**config.mk**
```make
export PLATFORM = sky130hd
export DESIGN_NAME = rth_div_cell
export DESIGN_NICKNAME = d
export VERILOG_FILES = /design/src/rtl/rth_pkg.sv /design/src/rtl/rth_div_cell.sv
export SDC_FILE = /design/constraint.sdc
export NUM_CORES = 1
export LEC_CHECK = 0
export BUFFER_PORTS_ARGS = -buffer_cell sky130_fd_sc_hd__buf_2
export CAP_MARGIN = 20
export CORE_ASPECT_RATIO = 2
export CORE_MARGIN = 2
export CORE_UTILIZATION = 30
export CTS_BUF_LIST = sky130_fd_sc_hd__clkbuf_8
export DETAILED_ROUTE_END_ITERATION = 10
export GPL_TIMING_DRIVEN = 0
export PLACE_DENSITY = 0.59
export SYNTH_ARGS = -nofsm -noshare
export SYNTH_HDL_FRONTEND = slang
export SYNTH_SLANG_ARGS = --single-unit
export TNS_END_PERCENT = 30
```
**constraint.sdc**
```tcl
create_clock -name clk -period 1.77 [get_ports clk]
set_input_delay 0.0885 -clock clk [delete_from_list [all_inputs] [get_ports clk]]
set_output_delay 0.0885 -clock clk [all_outputs]
set_load 0.1 [all_outputs]
```
**src/rtl/rth_pkg.sv**
```systemverilog
package rth_pkg;

	localparam int CORDIC_STAGES = 16;
	localparam int ATAN_LEN      = 24;
	localparam int NUM_ITER      = (CORDIC_STAGES < ATAN_LEN) ? CORDIC_STAGES : ATAN_LEN;

	localparam int XY_W  = 30;
	localparam int Z_W   = 20;
	localparam int IDX_W = 5;
	localparam int DEG_W = 27;
	localparam int SAT_W = 18;
	localparam int Q_W   = 9;
	localparam int DIV_STEPS = Q_W;

	// floor(n / ANG_PI) equals (n * DEG_RECIP) >> DEG_SHIFT for every n below 2**DEG_W.
	localparam int DEG_RECIP = 170891665;
	localparam int DEG_SHIFT = 45;
	localparam int RECIP_W   = 28;
	localparam int PROD_W    = DEG_W + RECIP_W;

	localparam int ANG_PI      = 205887;
	localparam int ANG_HALF_PI = 102944;
	localparam int ANG_TWO_PI  = 411775;
	localparam int SQRT3_Q16   = 113512;
	localparam int HUE_WRAP    = 360;

	typedef struct packed {
		logic [7:0] red;
		logic [7:0] green;
		logic [7:0] blue;
	} pixel_t;

	typedef struct packed {
		logic [8:0] hue_degrees;
		logic [6:0] saturation_percent;
		logic [7:0] intensity;
	} hsi_t;

	typedef struct packed {
		logic signed [XY_W-1:0] x;
		logic signed [XY_W-1:0] y;
		logic signed [Z_W-1:0]  z;
		logic                   flip;
		logic                   zero;
		logic [7:0]             inten;
		logic [16:0]            sat_num;
		logic [9:0]             sum;
	} cordic_t;

	typedef struct packed {
		logic [DEG_W-1:0] deg_num;
		logic [SAT_W-1:0] sat_rem;
		logic [SAT_W-1:0] sat_d;
		logic [Q_W-1:0]   sat_q;
		logic             zero;
		logic [7:0]       inten;
	} div_t;

	function automatic logic [16:0] atan_q16(input logic [IDX_W-1:0] i);
		logic [16:0] a;
		unique case (i)
			5'd0:    a = 17'd51472;
			5'd1:    a = 17'd30385;
			5'd2:    a = 17'd16055;
			5'd3:    a = 17'd8150;
			5'd4:    a = 17'd4091;
			5'd5:    a = 17'd2047;
			5'd6:    a = 17'd1024;
			5'd7:    a = 17'd512;
			5'd8:    a = 17'd256;
			5'd9:    a = 17'd128;
			5'd10:   a = 17'd64;
			5'd11:   a = 17'd32;
			5'd12:   a = 17'd16;
			5'd13:   a = 17'd8;
			5'd14:   a = 17'd4;
			5'd15:   a = 17'd2;
			5'd16:   a = 17'd1;
			default: a = 17'd0;
		endcase
		return a;
	endfunction

endpackage

```
**src/rtl/rth_div_cell.sv**
```systemverilog
module rth_div_cell import rth_pkg::*; (
	input  logic clk,
	input  logic arst_n,
	input  logic en,
	input  logic in_valid,
	input  div_t in_data,
	output logic out_valid,
	output div_t out_data
);

	div_t nxt;

	// One restoring step of the saturation quotient; the divisor starts shifted up
	// by one less than the quotient width and walks down one place a cell.
	always_comb begin
		nxt = in_data;
		if (in_data.sat_rem >= in_data.sat_d) begin
			nxt.sat_rem = in_data.sat_rem - in_data.sat_d;
			nxt.sat_q   = {in_data.sat_q[Q_W-2:0], 1'b1};
		end else begin
			nxt.sat_q   = {in_data.sat_q[Q_W-2:0], 1'b0};
		end
		nxt.sat_d = in_data.sat_d >> 1;
	end

	always_ff @(posedge clk or negedge arst_n) begin
		if (!arst_n) begin
			out_valid <= 1'b0;
		end else if (en) begin
			out_valid <= in_valid;
		end
	end

	always_ff @(posedge clk) begin
		if (en) begin
			out_data <= nxt;
		end
	end

endmodule

```
==> Word level (Yosys, flattened, before mapping) <==
Cells that the tools add are included.
Widths: inputs -> output; s select.
{ "totals": {"ff_bits": 81} }
{ "op_classes": {"n_addsub": 1, "magnitude_cmp": 1, "mux": 2} }
{ "ops": {"columns": ["operator", "count"], "rows": [
  ["$ge 18x18->1", 1],
  ["$mux 18", 1],
  ["$sub 18x18->18", 1],
  ["$mux 1", 1]
]} }

==> Longest topological paths before layout <==
{ "logic_depth": {"word_depth": 2, "mapped_depth": 11, "mapped_depth_nobuf": 10} }

==> Worst setup path after synthesis <==
Ideal clock, no wire load.
{ "synth_timing": {"path_kind": "in2reg", "start": "in in_data[36] (netlist name)", "end": "reg out_data[40] (netlist name) (data pin)", "cell_stages": 10, "required_ns": 1.510, "arrival_ns": 2.071, "setup_slack_ns": -0.562, "n_path_buf": 1, "setup_time_ns": 0.260, "path_cell_list": "inv_1 -> ha_1 -> inv_1 -> fa_1 -> a21o_1 -> a221o_1 -> a31oi_2 -> o221ai_2 -> buf_6 -> mux2_4"} }
{ "synth_rtl": {"columns": ["item", "line", "rtl"], "rows": [
  ["start, declared", "rth_div_cell.sv:6", "input div_t in_data,"],
  ["end signal, assigned", "rth_div_cell.sv:36", "out_data <= nxt;"],
  ["end, declared", "rth_div_cell.sv:8", "output div_t out_data"]
]} }

==> impl_metrics.json <==
{
  "crit_path_top_delay_cell": "a221o_1",
  "synth.area.top_cells": "edfxtp_1 63%, ha_1 5.9%, mux2_4 2.4%, a21oi_1 2.2%, inv_1 2.2%",
  "r2r_slack_ns": 1.00,
  "syn_nets": 381,
  "detail-route-antenna-nets": 0,
  "power.leakage_uw": 0.00253,
  "clock_sinks": 81,
  "antenna_found_initial": 1,
  "portBuffers": 164,
  "die-area_sq_mm": 0.0136,
  "cp_slowest_stage_delay_ns": 0.40,
  "maxSlewViolCount": 0,
  "io_pins": 167,
  "arrival_ns": 2.19,
  "clk_pin_slew_worst_paths_ns": 0.09,
  "clockBufferDepth": 2,
  "rr_worst_depth": 1,
  "fmax_mhz": 482,
  "synth_top_area_cell": "edfxtp_1",
  "status": "finished with violations",
  "mostFrequentLayoutCell": "buf_2",
  "drt-pass1-iter-count": 4,
  "wl_mm": 10.7,
  "setup.worst_path.end": "out_data[46]",
  "synth_edf_count": 80,
  "root_buffer": "clkbuf_8",
  "fin_nets": 621,
  "yosysSeqAreaShare_pct": 64.0,
  "path_depth": 12,
  "min_period_ns": 2.07,
  "path_cells": "buf_12 > inv_12 > ha_4 > inv_2 > fa_2 > a21o_1 > a221o_1 > buf_4 > nand3_1 > a311oi_2 > xor2_1 > mux2_4",
  "synth.distinct_cells": 49,
  "min_period_over_period_pct": 117,
  "async_reset_ff_share_pct": 1.23,
  "vdd.ir_drop.worst_mv": 0.510,
  "violations": "negative setup slack",
  "cts_tree": "done",
  "grt_pass1_vias": 3266,
  "syn_area_sq_mm": 0.00379,
  "syn_to_final_growth_pct": 54.4,
  "ys_ff_latch": 81,
  "r2r-end": "out_valid",
  "grt-ovfl-total": 0,
  "fin_total_pwr_uw": 6160,
  "via_count": 3145,
  "min-delay-path-class": "in -> async",
  "p_per_area_mw_per_mm2": 1050,
  "fp.dieW_um": 83.5,
  "htree_levels": 3,
  "tightest_slew_ns": 0.516,
  "hold_violations": 0,
  "rsz0062_at_grt": "true",
  "crit_type": "in -> reg",
  "vias_per_cell": 4.67,
  "fin_tns_setup_ns": -4.70,
  "clkLatencyLatePin_ns": 0.35,
  "max-slew-margin-rel_pct": 65.4,
  "wl_per_cell_um": 16.0,
  "synthCells": 277,
  "critPathLaunchType": "primary input",
  "core_area_sq_mm": 0.0125,
  "syn_avg_cell_area_sq_um": 13.7,
  "layout_setup_ws_ns": -0.303,
  "finClkSkew_ns": 0,
  "mostFrequentLayoutCells": "163 x buf_2, 80 x edfxtp_1, 63 x dlygate4sd3_1",
  "drive_gt1_share_pct": 44.3,
  "grt_pass1_wl_mm": 15.9,
  "crit_path_end_kind": "flop",
  "netlist.area_leader.share_pct": 63.3,
  "hpwl_mm": 7.87,
  "gp_congestion": 0.869,
  "rows": 58,
  "first_iter_violations": 98,
  "cp.buffers_inverters": 4,
  "grt_usage_pct": 15.4,
  "numCtsBuffers": 9,
  "setup_violations": 19,
  "path_delay_family": "compound AO/OA/AOI/OAI gates",
  "synth_flop_cell": "edfxtp_1",
  "die_y_um": 163,
  "yosys_warnings": 0,
  "drc_errors": 0,
  "critical_path.max_fanout": 3,
  "crit_path_start": "in_data[36]",
  "initial_core_util_pct": 30.4,
  "maxCapViolCount": 0,
  "cp_data_required_time_ns": 1.88,
  "r2r-start": "out_valid",
  "grt_max_degree": 54
}
metal layers:
| layer | routed length, um | part of all wire (%) | GRT usage, % |
|---|---|---|---|
| met5 | 0 | 0 | 0 |
| met1 | 3660 | 34 | 14.9 |
| met2 | 6140 | 57 | 29.9 |
| met3 | 469 | 4.4 | 2.48 |
| met4 | 467 | 4.3 | 8.80 |
repair_timing:
action                                 4_1_cts  5_1_grt
hold buffers                                63        0
gates resized for setup                     21       16
pin swaps                                    8        8
buffers inserted                             5        1
setup endpoints to repair                   19       19
gates cloned                                 1        0
endpoints found under the hold margin       63        0
metrics by stage:
stage | util (%) | worst slack, ns | instances | area [sq um] | hold WS (ns)
floorplan | - | -0.444 | 277 | 3820 | -0.207
detailed placement | 38.9 | -1.04 | 592 | 4860 | -0.127
finish | 46.9 | -0.303 | 673 | 5860 | 0.0394
global route | 46.9 | -0.363 | 673 | 5860 | 0.0263
global placement | 38.7 | -0.993 | 591 | 4830 | -0.132
CTS | 46.4 | -0.342 | 671 | 5790 | 0.0289
sequential cells by signal, summed over array words and instances, names as in the netlist:
register   flops
out_data      80
out_valid      1
power breakdown:
| part | switching, uW | total [uW] | leakage, uW | internal [uW] |
|---|---|---|---|---|
| clock | 706 | 1360 | 0.000101 | 653 |
| combinational | 1850 | 2440 | 0.00164 | 591 |
| sequential | 40.7 | 2360 | 0.000795 | 2320 |
cell usage after synthesis, types with 2 or more instances:
| library cell | instances |
|---|---|
| a2111oi_0 | 2 |
| a21o_1 | 5 |
| a21oi_1 | 17 |
| a21oi_2 | 9 |
| a31oi_1 | 2 |
| and2_1 | 4 |
| and3_1 | 2 |
| buf_2 | 5 |
| buf_6 | 3 |
| clkbuf_1 | 7 |
| edfxtp_1 | 80 |
| ha_1 | 18 |
| inv_1 | 22 |
| mux2_4 | 6 |
| nand2_1 | 7 |
| nand3_1 | 6 |
| nand4_1 | 8 |
| nor2_1 | 21 |
| nor3_1 | 2 |
| o21ai_0 | 7 |
| o21bai_1 | 2 |
| o31ai_1 | 2 |
| xnor2_1 | 8 |
| xor2_1 | 7 |
area by class of cell:
cell class              count  area, sq um
diodes                      1         2.50
plain buffers              10         92.6
clock buffers               9          124
clock inverters             7         68.8
fillers                  1175         6630
inverters                  22         95.1
multi-input cells         158         1310
flip-flops and latches     81         2430
well taps                 150          188
repair buffers            235         1550
worst min-delay path by stage:
stage | startpoint | to | slack, ns | depth (start not counted)
6_report | arst_n | out_valid | 0.04 | 2
2_1_floorplan | arst_n | out_valid | -0.21 | 0
5_1_grt | arst_n | out_valid | 0.03 | 2
3_3_place_gp | arst_n | out_valid | -0.13 | 1
4_1_cts | arst_n | out_valid | 0.03 | 2
3_5_place_dp | arst_n | out_valid | -0.13 | 1
cells by family after synthesis:
| kind of cell | count (synthesis) | share of synthesized area, % |
|---|---|---|
| adders and majority gates | 19 | 6.47 |
| xor gates and xnor gates | 15 | 3.46 |
| muxes | 8 | 2.97 |
| and+or+nand+nor | 54 | 6.90 |
| other | 1 | 0.0989 |
| DFF | 81 | 64.0 |
| buffers and inverters | 38 | 4.62 |
| AOI/OAI and AO/OA | 61 | 11.5 |
No activity file was read; power rests on OpenSTA's default activity.
