<file path="config.mk">
export PLATFORM = sky130hd
export DESIGN_NAME = rth_cordic_cell
export DESIGN_NICKNAME = d
export VERILOG_FILES = /design/src/rtl/rth_pkg.sv /design/src/rtl/rth_cordic_cell.sv
export SDC_FILE = /design/constraint.sdc
export NUM_CORES = 1
export LEC_CHECK = 0
export BUFFER_PORTS_ARGS = -buffer_cell sky130_fd_sc_hd__clkbuf_2
export CAP_MARGIN = 20
export CELL_PAD_IN_SITES_DETAIL_PLACEMENT = 1
export CELL_PAD_IN_SITES_GLOBAL_PLACEMENT = 2
export CORE_ASPECT_RATIO = 0.75
export CORE_MARGIN = 2
export CORE_UTILIZATION = 36
export CTS_CLUSTER_DIAMETER = 40
export DETAILED_ROUTE_END_ITERATION = 10
export PLACE_DENSITY_LB_ADDON = 0.1
export SLEW_MARGIN = 20
export SYNTH_ARGS = -nofsm -noshare
export SYNTH_HDL_FRONTEND = slang
export SYNTH_SLANG_ARGS = --single-unit
</file>
<file path="constraint.sdc">
create_clock -name clk -period 1.1 [get_ports clk]
set_clock_uncertainty 0.15 [all_clocks]
set_input_delay 0.165 -clock clk [delete_from_list [all_inputs] [get_ports clk]]
set_output_delay 0.165 -clock clk [all_outputs]
set_load 0.005 [all_outputs]
</file>
<file path="src/rtl/rth_pkg.sv">
package rth_pkg;

	localparam int CORDIC_STAGES = 16;
	localparam int ATAN_LEN      = 24;
	localparam int NUM_ITER      = (CORDIC_STAGES < ATAN_LEN) ? CORDIC_STAGES : ATAN_LEN;

	localparam int XY_W  = 30;
	localparam int Z_W   = 20;
	localparam int IDX_W = 5;
	localparam int DEG_W = 27;
	localparam int SAT_W = 18;
	localparam int Q_W   = 9;
	localparam int DIV_STEPS = Q_W;

	// floor(n / ANG_PI) equals (n * DEG_RECIP) >> DEG_SHIFT for every n below 2**DEG_W.
	localparam int DEG_RECIP = 170891665;
	localparam int DEG_SHIFT = 45;
	localparam int RECIP_W   = 28;
	localparam int PROD_W    = DEG_W + RECIP_W;

	localparam int ANG_PI      = 205887;
	localparam int ANG_HALF_PI = 102944;
	localparam int ANG_TWO_PI  = 411775;
	localparam int SQRT3_Q16   = 113512;
	localparam int HUE_WRAP    = 360;

	typedef struct packed {
		logic [7:0] red;
		logic [7:0] green;
		logic [7:0] blue;
	} pixel_t;

	typedef struct packed {
		logic [8:0] hue_degrees;
		logic [6:0] saturation_percent;
		logic [7:0] intensity;
	} hsi_t;

	typedef struct packed {
		logic signed [XY_W-1:0] x;
		logic signed [XY_W-1:0] y;
		logic signed [Z_W-1:0]  z;
		logic                   flip;
		logic                   zero;
		logic [7:0]             inten;
		logic [16:0]            sat_num;
		logic [9:0]             sum;
	} cordic_t;

	typedef struct packed {
		logic [DEG_W-1:0] deg_num;
		logic [SAT_W-1:0] sat_rem;
		logic [SAT_W-1:0] sat_d;
		logic [Q_W-1:0]   sat_q;
		logic             zero;
		logic [7:0]       inten;
	} div_t;

	function automatic logic [16:0] atan_q16(input logic [IDX_W-1:0] i);
		logic [16:0] a;
		unique case (i)
			5'd0:    a = 17'd51472;
			5'd1:    a = 17'd30385;
			5'd2:    a = 17'd16055;
			5'd3:    a = 17'd8150;
			5'd4:    a = 17'd4091;
			5'd5:    a = 17'd2047;
			5'd6:    a = 17'd1024;
			5'd7:    a = 17'd512;
			5'd8:    a = 17'd256;
			5'd9:    a = 17'd128;
			5'd10:   a = 17'd64;
			5'd11:   a = 17'd32;
			5'd12:   a = 17'd16;
			5'd13:   a = 17'd8;
			5'd14:   a = 17'd4;
			5'd15:   a = 17'd2;
			5'd16:   a = 17'd1;
			default: a = 17'd0;
		endcase
		return a;
	endfunction

endpackage

</file>
<file path="src/rtl/rth_cordic_cell.sv">
module rth_cordic_cell import rth_pkg::*; (
	input  logic             clk,
	input  logic             arst_n,
	input  logic             en,
	input  logic [IDX_W-1:0] idx,
	input  logic             in_valid,
	input  cordic_t          in_data,
	output logic             out_valid,
	output cordic_t          out_data
);

	cordic_t                nxt;
	logic signed [XY_W-1:0] xs;
	logic signed [XY_W-1:0] ys;
	logic signed [Z_W-1:0]  ang;

	always_comb begin
		xs  = in_data.x >>> idx;
		ys  = in_data.y >>> idx;
		ang = signed'({3'b000, atan_q16(idx)});
		nxt = in_data;
		if (!in_data.y[XY_W-1]) begin
			nxt.x = in_data.x + ys;
			nxt.y = in_data.y - xs;
			nxt.z = in_data.z + ang;
		end else begin
			nxt.x = in_data.x - ys;
			nxt.y = in_data.y + xs;
			nxt.z = in_data.z - ang;
		end
	end

	always_ff @(posedge clk or negedge arst_n) begin
		if (!arst_n) begin
			out_valid <= 1'b0;
		end else if (en) begin
			out_valid <= in_valid;
		end
	end

	always_ff @(posedge clk) begin
		if (en) begin
			out_data <= nxt;
		end
	end

endmodule

</file>
* Word level (Yosys, flattened, before mapping) *
Memory sizes are Yosys's and may differ from the RTL's.
Index checks and enable logic that the tools add are counted.

operators by class
  add/subtract/negate cells = 6
  shift operators = 2
  mux-type cells = 1

operator list
  operator                                        count
  80-bit 2-to-1 mux                               1
  30-bit adder                                    2
  30-bit by 5-bit >>> shifter with 30-bit output  2
  30-bit subtractor                               2
  20-bit by 18-bit adder with 20-bit output       1
  20-bit by 18-bit subtractor with 20-bit output  1

word-level totals
  register bits = 118
  bits in read-only memories = 512
  bits of input ports = 126
  output and inout bits = 118
  logic and storage cells = 19
  memories kept = 1

memories
  name              depth  bits a word  read ports  clocked after memory_dff  write ports  RTL line       source
  (name not given)  32     16           1           0                         0            rth_pkg.sv:61  unique case (i)

* Longest topological paths before layout *
Gate-level depths: netlist of the first run.

  depth in word-level cells = 3
  depth in mapped cells = 27
  gate-level depth less buffers = 22

* Least setup slack after synthesis of the first run *
OpenSTA, ideal clock, no wires.

  path type = input port to flip-flop
  start = input idx[0]
  end = register out_data[84] in the netlist's numbering (data pin)
  library setup time = 0.258 ns
  arrival = 5.260 ns
  data required time = 0.692 ns
  path slack = -4.568 ns
  stages = 27
  path buffers = 7
  cells stage by stage = buf_6 -> buf_8 -> buf_6 -> buf_6 -> buf_2 -> buf_4 -> mux4_2 -> mux2i_1 -> nand2_1 -> a31oi_1 -> ha_1 -> nor4b_2 -> and4_1 -> buf_2 -> a21oi_1 -> xnor2_1 -> ha_1 -> a21o_1 -> a21o_1 -> a21oi_1 -> a2bb2oi_1 -> nand3b_1 -> o311a_1 -> o31ai_1 -> nand2b_1 -> a21oi_1 -> xnor2_1

RTL lines
  element               RTL line               source
  start, declared       rth_cordic_cell.sv:5   input logic [IDX_W-1:0] idx,
  end signal, assigned  rth_cordic_cell.sv:43  out_data <= nxt;
  end, declared         rth_cordic_cell.sv:9   output cordic_t out_data

==> results of run 1 <==
[synth_stat cells (7+ instances only)]
cell and number:
edfxtp_1 117, nand2_1 114, nor2_1 114, a21oi_1 110, ha_1 96, xnor2_1 82
o21ai_0 78, mux4_2 59, mux2i_1 53, xor2_1 41, inv_1 40, mux2_2 35
a21o_1 31, clkbuf_1 30, nand3_1 27, nor3_1 27, buf_1 22, nor2b_1 22
a31oi_1 20, nand2b_1 20, buf_2 17, o21a_1 17, a211oi_1 15, and3_1 14
o211ai_1 14, o21bai_1 12, and2_1 10, nand4_1 9, o31ai_1 8, o31a_1 7
or2_2 7
[layer usage]
metal / global-route usage (%) / wire, µm / vias to the layer above
met5: 0 / 14 / -
li1: - / - / 7214
met3: 6.99 / 5910 / 284
met1: 45.0 / 31000 / 8369
met2: 62.0 / 37500 / 864
met4: 11.9 / 4040 / 2
[critical path, cell delays in order]
cell	delay, ns
buf_16	0.14
buf_12	0.14
buf_12	0.11
buf_12	0.09
mux4_2	0.56
mux2i_4	0.23
nor2_2	0.05
a311o_1	0.33
nor3_2	0.29
and2_4	0.24
buf_6	0.11
nor2_4	0.03
xor2_1	0.31
ha_2	0.36
o21a_1	0.22
o211a_1	0.27
o311a_4	0.16
o21ai_2	0.23
nand3b_1	0.17
o311a_1	0.44
o31ai_4	0.21
buf_4	0.16
o21ai_2	0.05
xnor2_1	0.14
[registers in the layout (all words and copies together) (netlist names)]
register,count
out_valid,1
out_data,117
[worst paths after layout]
path | startpoint | endpoint | slack, ns | cells past startpoint
worst max-delay path | idx[0] | out_data[86] | -4.09 | 24
worst min-delay path | en | out_data[85] | 0.01 | 2
worst max register to register | out_valid | out_valid | 0.17 | 1
worst min register to register | out_valid | out_valid | 0.41 | 1
max in group asynchronous | arst_n | out_valid | 0.23 | 3
min in group asynchronous | arst_n | out_valid | 0.46 | 3
[kinds of logic (layout without fill, tap and decap cells)]
group	Yosys count	count (layout)
other	0	1
AO/OA/AOI/OAI	386	386
adder cells (fa/ha/maj)	99	99
multiplexers	150	150
flip-flops	118	118
buffers and inverters	119	1106
XOR/XNOR	123	123
AND/OR/NAND/NOR	395	395
[timing repair]
item / 4_1_cts / 5_1_grt
endpoints found under the setup margin: 198 / 205
buffers inserted: 88 / 78
gates cloned: 2 / 0
resized for setup: 280 / 214
hold endpoints to repair: 43 / 0
pin swaps: 121 / 164
hold buffers: 45 / 0
[report_power, final]
group	leakage, nW	total (mW)	internal [mW]	switching (mW)
logic	9.40	18.3	9.15	9.14
clock network	0.294	6.43	3.27	3.16
registers	1.16	6.59	6.22	0.364
[final cells by class]
type,count,area [µm²]
clock buffers,17,425
repair buffers,1032,7880
well taps,465,582
clock inverters,15,174
fillers,3854,11900
multi-input cells,1153,11200
diodes,1,2.50
inverters,42,171
flip-flops and latches,118,3540
==> impl_metrics.py, run 1 <==
metrics = {
    "outcome": {
        "status": "finished with violations",
        "violations": "negative setup slack",
    },
    "pwr": {
        "total_power_mw": 31.3,
        "p_leak_nw": 10.9,
        "power.density_nw_per_um2": 1300,
        "vdd_drop_max_mv": 0.836,
    },
    "logic_synthesis": {
        "synthesis.nets": 1615,
        "ys.flop_type": "edfxtp_1",
        "synth_compound_area_share_pct": 19.1,
        "syn_avg_cell_area_um2": 9.46,
        "synth_warnings": 0,
        "async_reset_ff_share_pct": 0.847,
        "yosysTopAreaCellShare_pct": 26.7,
        "syn_area_um2": 13200,
        "synth_xor_xnor_area_share_pct": 8.19,
        "synth.area.mux_share_pct": 17.6,
        "synth-edff-count": 117,
        "synth_seq_area_share_pct": 26.9,
        "ys_types": 87,
        "synth_simple_gate_area_share_pct": 14.5,
        "syn_inst": 1390,
        "yosys.area.top_type": "edfxtp_1",
        "synth_top_family_by_area": "compound AO/OA/AOI/OAI gates",
        "yosys_register_bits": 118,
        "synthAdderAreaFrac_pct": 9.59,
        "yosys-top-cells-area": "edfxtp_1 27%, mux4_2 10%, ha_1 9.1%",
    },
    "sta": {
        "finalCriticalPeriod_ns": 5.19,
        "worst_pin_slew_ns": 0.712,
        "setup_viol": 198,
        "finalHoldViolCount": 0,
        "whs_ns": 0.0103,
        "grt_setup_unrepaired": "yes",
        "fin_crit_sh_pct": 472,
        "timing.fmax_ghz": 0.193,
        "maxSlewHeadroom_pct": 52.6,
        "totalNegativeSetupSlack_ns": -274.48,
        "setup_ws_ns": -4.09,
        "slew_violations": 0,
    },
    "placement": {
        "dpl_worst_slack_ns": -4.68,
        "globalplace.congestion": 0.963,
        "dp_cells": 2629,
        "hpwl_mm": 48.5,
        "port_buffers": 243,
        "placed_cell_area_um2": 19700,
    },
    "setup_path": {
        "required_ns": 1.15,
        "worstSetupPathType": "input pin to register",
        "cp-start-kind": "input pin",
        "critPathMaxFanout": 8,
        "cp-end-kind": "register",
        "cp_data_arrival_time_ns": 5.24,
    },
    "finish": {
        "stdcell_area_um2": 24000,
        "layout_common_cells": "651 x buf_4, 231 x clkbuf_2, 117 x edfxtp_1",
        "final_common_cell": "buf_4",
        "syn2layout_area_growth_pct": 82.6,
        "stdcell_count": 2843,
        "nNetsFinal": 2589,
        "drive_above_1_share_pct": 60.8,
        "final_core_util_pct": 66.8,
    },
    "floorplan": {
        "core-area_um2": 36000,
        "fp.dieH_um": 170,
        "num_rows": 60,
        "num_io_pins": 244,
        "die_w_um": 225,
        "die-area_um2": 38100,
        "start_util_pct": 36.6,
    },
    "route": {
        "viasPerCell": 5.89,
        "drc": 0,
        "drtPass1Iterations": 7,
        "drt_iter0_drc": 1338,
        "wl_per_cell_um": 27.6,
        "vias": 16700,
        "finalWirelength_mm": 78.5,
        "ant_nets": 0,
    },
    "clocking": {
        "clk_path_buf_depth": 2,
        "root_buffer": "clkbuf_16",
        "clkTransAtPathRegs_ns": 0.08,
        "clock-sinks": 118,
        "cts.htree.levels": 4,
        "cts_tree": "yes",
        "insertion_delay_ns": 0.46,
        "cts_buffers": 17,
    },
    "hold_path": {
        "hp-class": "input pin to register",
    },
    "global_routing": {
        "grt_first_pass_wirelength_mm": 103,
        "antenna_found_initial": 3,
        "grt_pass1_vias": 17100,
        "track_usage_pct": 35.9,
        "grt_max_degree": 43,
        "gr-total-overflow": 0,
    },
    "job": {
        "drv_cap": 0,
    },
}
(Power assumes the default switching activity.)
==> inputs of run 2 (changes only) <==
Clock period 1.1 ns to 5.65 ns, I/O delays scaled along.
==> impl_metrics.py, run 2 (same netlist as run 1, synthesis figures left out) <==
metrics = {
    "outcome": {
        "status": "finished with violations",
        "violations": "negative setup slack",
    },
    "route": {
        "vias": 14600,
        "viasPerCell": 5.57,
        "drt_iter0_drc": 926,
        "drtPass1Iterations": 5,
        "drc": 0,
        "wl_per_cell_um": 22.8,
        "ant_nets": 0,
        "finalWirelength_mm": 59.9,
    },
    "finish": {
        "largest_reg_flops": 117,
        "syn2layout_area_growth_pct": 55.6,
        "fillers": 4187,
        "top_regs": "out_data x117, out_valid x1",
        "layout_common_cells": "544 x buf_4, 238 x clkbuf_2, 117 x edfxtp_1",
        "antenna_cells": 0,
        "final_common_cell": "buf_4",
        "drive_above_1_share_pct": 49.4,
        "nNetsFinal": 2376,
        "largest-register": "out_data",
    },
    "pwr": {
        "vdd_drop_max_mv": 0.184,
        "power.density_nw_per_um2": 247,
        "total_power_mw": 5.04,
        "p_leak_nw": 9.38,
    },
    "sta": {
        "finalCriticalPeriod_ns": 5.78,
        "fin_crit_sh_pct": 102,
        "finalHoldViolCount": 0,
        "setup_ws_ns": -0.130,
        "setup_viol": 6,
        "totalNegativeSetupSlack_ns": -0.391,
        "worst_pin_slew_ns": 0.849,
        "maxSlewHeadroom_pct": 43.4,
        "slew_violations": 0,
        "timing.fmax_ghz": 0.173,
        "grt_setup_unrepaired": "yes",
    },
    "clocking": {
        "clock-sinks": 118,
        "cts_buffers": 17,
        "clkTransAtPathRegs_ns": 0.07,
        "clk_path_buf_depth": 2,
        "cts.htree.levels": 4,
        "root_buffer": "clkbuf_16",
        "cts_tree": "yes",
        "insertion_delay_ns": 0.44,
    },
    "setup_path": {
        "reg2reg_depth": 1,
        "timing.critical_path.buf_inv": 3,
        "r2r_setup_slack_ns": 4.75,
        "cp-end-kind": "register",
        "cp_top_family": "compound AO/OA/AOI/OAI gates",
        "cp_data_arrival_time_ns": 5.82,
        "required_ns": 5.69,
        "slowest_delay_ns": 0.55,
        "worstSetupStartpoint": "idx[0]",
        "reg2reg_to": "out_valid",
        "crit_path_top_delay_cell": "or4b_4",
        "cp-start-kind": "input pin",
        "timing.rr.start": "out_valid",
        "critical_path.cell_chain": "buf_16 > buf_12 > mux4_2 > mux2_4 > o221a_4 > a221oi_4 > or4b_4 > or3_4 > and3b_2 > nand2_2 > o31a_1 > o21ai_2 > ha_1 > nand3_2 > or2_4 > buf_6 > o31a_1 > a311oi_2 > a31oi_1 > o21ai_1 > xnor2_1",
        "worstSetupPathType": "input pin to register",
        "critPathMaxFanout": 8,
        "cp_common_cell": "o31a_1",
    },
    "global_routing": {
        "grt_max_degree": 57,
        "gr-total-overflow": 0,
        "track_usage_pct": 31.1,
        "grt_first_pass_wirelength_mm": 90.6,
        "grt_pass1_vias": 15400,
        "antenna_found_initial": 0,
    },
    "floorplan": {
        "start_util_pct": 36.6,
        "core-area_um2": 36000,
        "die_w_um": 225,
        "num_rows": 60,
        "die-area_um2": 38100,
        "fp.dieH_um": 170,
        "num_io_pins": 244,
    },
    "hold_path": {
        "hold-path-endpoint": "out_valid",
        "worst_hold_startpoint": "out_valid",
        "hp-class": "register to register",
        "hold_path_depth": 1,
    },
    "placement": {
        "hpwl_mm": 47.0,
        "globalplace.congestion": 0.928,
        "port_buffers": 243,
    },
    "job": {
        "drv_cap": 0,
    },
}
-- run 2: power by group --
part           switching (mW)  internal, mW
Sequential             0.0484          1.21
Clock                   0.542         0.591
Combinational            1.31          1.35
-- run 2: layout make-up --
type | instances | area, µm² | share of cell area, %
multi-input cells | 1153 | 9750 | 47.6
clock inverters | 15 | 150 | 0.734
repair buffers | 819 | 5860 | 28.6
flip-flops and latches | 118 | 3540 | 17.3
clock buffers | 17 | 425 | 2.08
inverters | 42 | 158 | 0.770
well taps | 465 | 582 | 2.84
-- run 2: worst max-delay path by stage --
| stage | depth (start not counted) | endpoint | slack, ns |
|---|---|---|---|
| after floorplan | 27 | out_data[84] | -0.26 |
| after global placement | 23 | out_data[115] | -0.88 |
| after detailed placement | 24 | out_data[115] | -0.98 |
| after CTS | 24 | out_data[115] | -0.17 |
| after global routing | 29 | out_data[116] | -0.26 |
| final | 21 | out_data[116] | -0.13 |
-- run 2: layer usage --
| layer | track usage (%) | wire length (µm) | part of all wire (%) |
|---|---|---|---|
| met1 | 42.7 | 27700 | 46 |
| met2 | 50.7 | 27800 | 46 |
| met3 | 5.82 | 3320 | 5.6 |
| met4 | 7.14 | 1090 | 1.8 |
| met5 | 0 | 0 | 0 |
-- run 2: what timing repair did --
item / in CTS / in global routing
hold buffers: 0 / 1
buffers inserted: 47 / 24
pin swaps: 38 / 64
setup endpoints to repair: 17 / 25
cloned: 4 / 0
hold endpoints to repair: 0 / 1
resized for setup: 81 / 90
-- run 2: per-stage QoR --
stage	worst slack (ns)	hold slack [ns]	std cells	utilization (%)	cell area (µm²)
2_1_floorplan	-0.262	0.355	1390	-	13300
3_3_place_gp	-0.881	0.341	2524	51.6	18600
3_5_place_dp	-0.977	0.358	2524	51.6	18600
4_1_cts	-0.172	0.00199	2605	55.4	19900
5_1_grt	-0.259	0.402	2629	56.9	20500
6_report	-0.130	0.371	2629	56.9	20500
==> inputs of run 3 (changes only) <==
Settings changed: CELL_PAD_IN_SITES_DETAIL_PLACEMENT 1 to 0, CELL_PAD_IN_SITES_GLOBAL_PLACEMENT 2 to 1, CORE_UTILIZATION 36 to 44, SETUP_SLACK_MARGIN set to 0.05.
==> impl_metrics.py, run 3 (same netlist as run 1, synthesis figures left out) <==
metrics = {
    "setup_path": {
        "critPathMaxFanout": 8,
        "worstSetupPathType": "input pin to register",
        "reg2reg_depth": 1,
        "cp-endpoint": "out_data[115]",
        "r2r_setup_slack_ns": 4.75,
        "cp_data_arrival_time_ns": 5.81,
        "worstSetupStartpoint": "idx[0]",
        "cp-end-kind": "register",
        "required_ns": 5.71,
        "timing.rr.start": "out_valid",
        "cp-start-kind": "input pin",
        "reg2reg_to": "out_valid",
    },
    "finish": {
        "largest-register": "out_data",
        "final_core_util_pct": 67.4,
        "syn2layout_area_growth_pct": 50.0,
        "top_regs": "out_data x117, out_valid x1",
        "layout_common_cells": "500 x buf_4, 240 x clkbuf_2, 117 x edfxtp_1",
        "fillers": 2388,
        "nNetsFinal": 2319,
        "drive_above_1_share_pct": 47.0,
        "final_common_cell": "buf_4",
        "largest_reg_flops": 117,
        "antenna_cells": 0,
        "stdcell_area_um2": 19700,
    },
    "clocking": {
        "insertion_delay_ns": 0.45,
        "clock-sinks": 118,
        "holdBufCountCts": 0,
        "cts.htree.levels": 4,
        "cts_buffers": 17,
        "cts_tree": "yes",
        "clkTransAtPathRegs_ns": 0.07,
        "clk_path_buf_depth": 2,
        "root_buffer": "clkbuf_16",
    },
    "route": {
        "vias": 14100,
        "wl_per_cell_um": 20.3,
        "ant_nets": 0,
        "drc": 0,
        "viasPerCell": 5.64,
        "drt_iter0_drc": 1033,
        "drtPass1Iterations": 5,
        "finalWirelength_mm": 50.8,
    },
    "pwr": {
        "sequentialPowerShare_pct": 25.8,
        "swShare_pct": 36.8,
        "power.share.clock_pct": 23.4,
        "p_switching_mw": 1.80,
        "vdd_drop_max_mv": 0.213,
        "p_int_mw": 3.08,
        "power.density_nw_per_um2": 247,
        "p_leak_nw": 9.07,
        "power_frac_comb_pct": 50.7,
    },
    "sta": {
        "grt_setup_unrepaired": "yes",
        "slew_violations": 0,
        "whs_ns": 0.0123,
        "timing.fmax_ghz": 0.174,
        "setup_viol": 5,
        "totalNegativeSetupSlack_ns": -0.242,
        "maxSlewHeadroom_pct": 45.8,
        "finalHoldViolCount": 0,
        "worst_pin_slew_ns": 0.813,
        "fin_crit_sh_pct": 102,
        "finalCriticalPeriod_ns": 5.76,
        "setup_ws_ns": -0.109,
    },
    "hold_path": {
        "hp-class": "input pin to asynchronous set/reset pin",
    },
    "floorplan": {
        "die-area_um2": 31300,
        "fp.dieH_um": 154,
        "start_util_pct": 45.0,
        "die_w_um": 204,
        "num_io_pins": 244,
        "num_rows": 54,
        "core-area_um2": 29300,
    },
    "placement": {
        "placed_cell_area_um2": 18300,
        "dpl_worst_slack_ns": -0.823,
        "hpwl_mm": 40.4,
        "globalplace.congestion": 0.949,
        "port_buffers": 243,
    },
    "global_routing": {
        "track_usage_pct": 32.0,
        "gr-total-overflow": 0,
        "grtUsageMet1_pct": 46.3,
        "grt_first_pass_wirelength_mm": 77.2,
        "grt_max_degree": 64,
        "grt_pass1_vias": 13700,
        "antenna_found_initial": 0,
        "use_met3_pct": 6.63,
        "met2_usage_pct": 48.9,
        "grt_busiest_layer": "met2",
    },
    "job": {
        "drv_cap": 0,
    },
    "outcome": {
        "violations": "negative setup slack",
        "status": "finished with violations",
    },
}
## run 3: cell count changes in the layout (fill, tap and decap cells not counted), moves of 4 or more
cell | before | now
o31ai_2 | 1 | 5
buf_4 | 544 | 500
o21ai_0 | 57 | 63
buf_6 | 15 | 8
o21ai_2 | 13 | 4
mux2i_4 | 4 | 0
## run 3: critical path: stages
cell and delay (ns):
buf_16 0.13, buf_12 0.14, mux2_4 0.30, mux4_2 0.51
o221a_4 0.30, a221oi_4 0.26, or4b_4 0.53, or3_4 0.37
and3b_2 0.26, nand2_2 0.09, o31a_1 0.13, o21ai_1 0.15
ha_1 0.21, nand3_2 0.10, or2_4 0.29, a2111oi_4 0.32
nor4b_4 0.11, o31ai_2 0.32, nor3_2 0.08, o21bai_1 0.16
a21oi_1 0.09, xnor2_1 0.13
## run 3: what timing repair did
| action | 4_1_cts | 5_1_grt |
|---|---|---|
| setup endpoints to repair | 13 | 21 |
| setup buffers | 23 | 13 |
| pin swaps | 12 | 18 |
| cloned | 2 | 1 |
| resized for setup | 38 | 82 |
## run 3: final cells by class
type	instances	area (µm²)	area share, %
multi-input combinational	1153	9610	48.7
timing repair buffer	762	5340	27.1
sequential	118	3540	17.9
tap	392	490	2.49
clock buffer	17	425	2.16
clock inverter	15	171	0.869
inverter	42	159	0.805
## run 3: worst min path at each step
| stage | endpoint | cells past startpoint |
|---|---|---|
| CTS | out_valid | 1 |
| detailed placement | out_valid | 1 |
| global placement | out_valid | 1 |
| global route | out_valid | 1 |
| finish | out_valid | 1 |
| floorplan | out_valid | 1 |
## run 3: metrics by stage
step / std cells / power, mW
CTS: 2485 / 4.79
finish: 2499 / 4.87
global placement: 2428 / 3.54
floorplan: 1390 / 2.46
detailed placement: 2428 / 3.57
global route: 2499 / 5.14
## run 3: metal layers
layer | part of all wire [%] | routed length [µm] | vias up
met3 | 8.3 | 4190 | 61
met2 | 44 | 22400 | 610
met1 | 46 | 23300 | 6739
met4 | 1.7 | 877 | 2
met5 | 0.14 | 70 | -
li1 | - | - | 6688
## run 3: power by group through the flow
| stage | clock (mW) | combinational (mW) | sequential (mW) |
|---|---|---|---|
| floorplan | 0 | 1.16 | 1.30 |
| global placement | 0 | 2.27 | 1.27 |
| detailed placement | 0 | 2.30 | 1.28 |
| CTS | 1.17 | 2.37 | 1.26 |
| global route | 1.20 | 2.67 | 1.28 |
| finish | 1.14 | 2.47 | 1.26 |
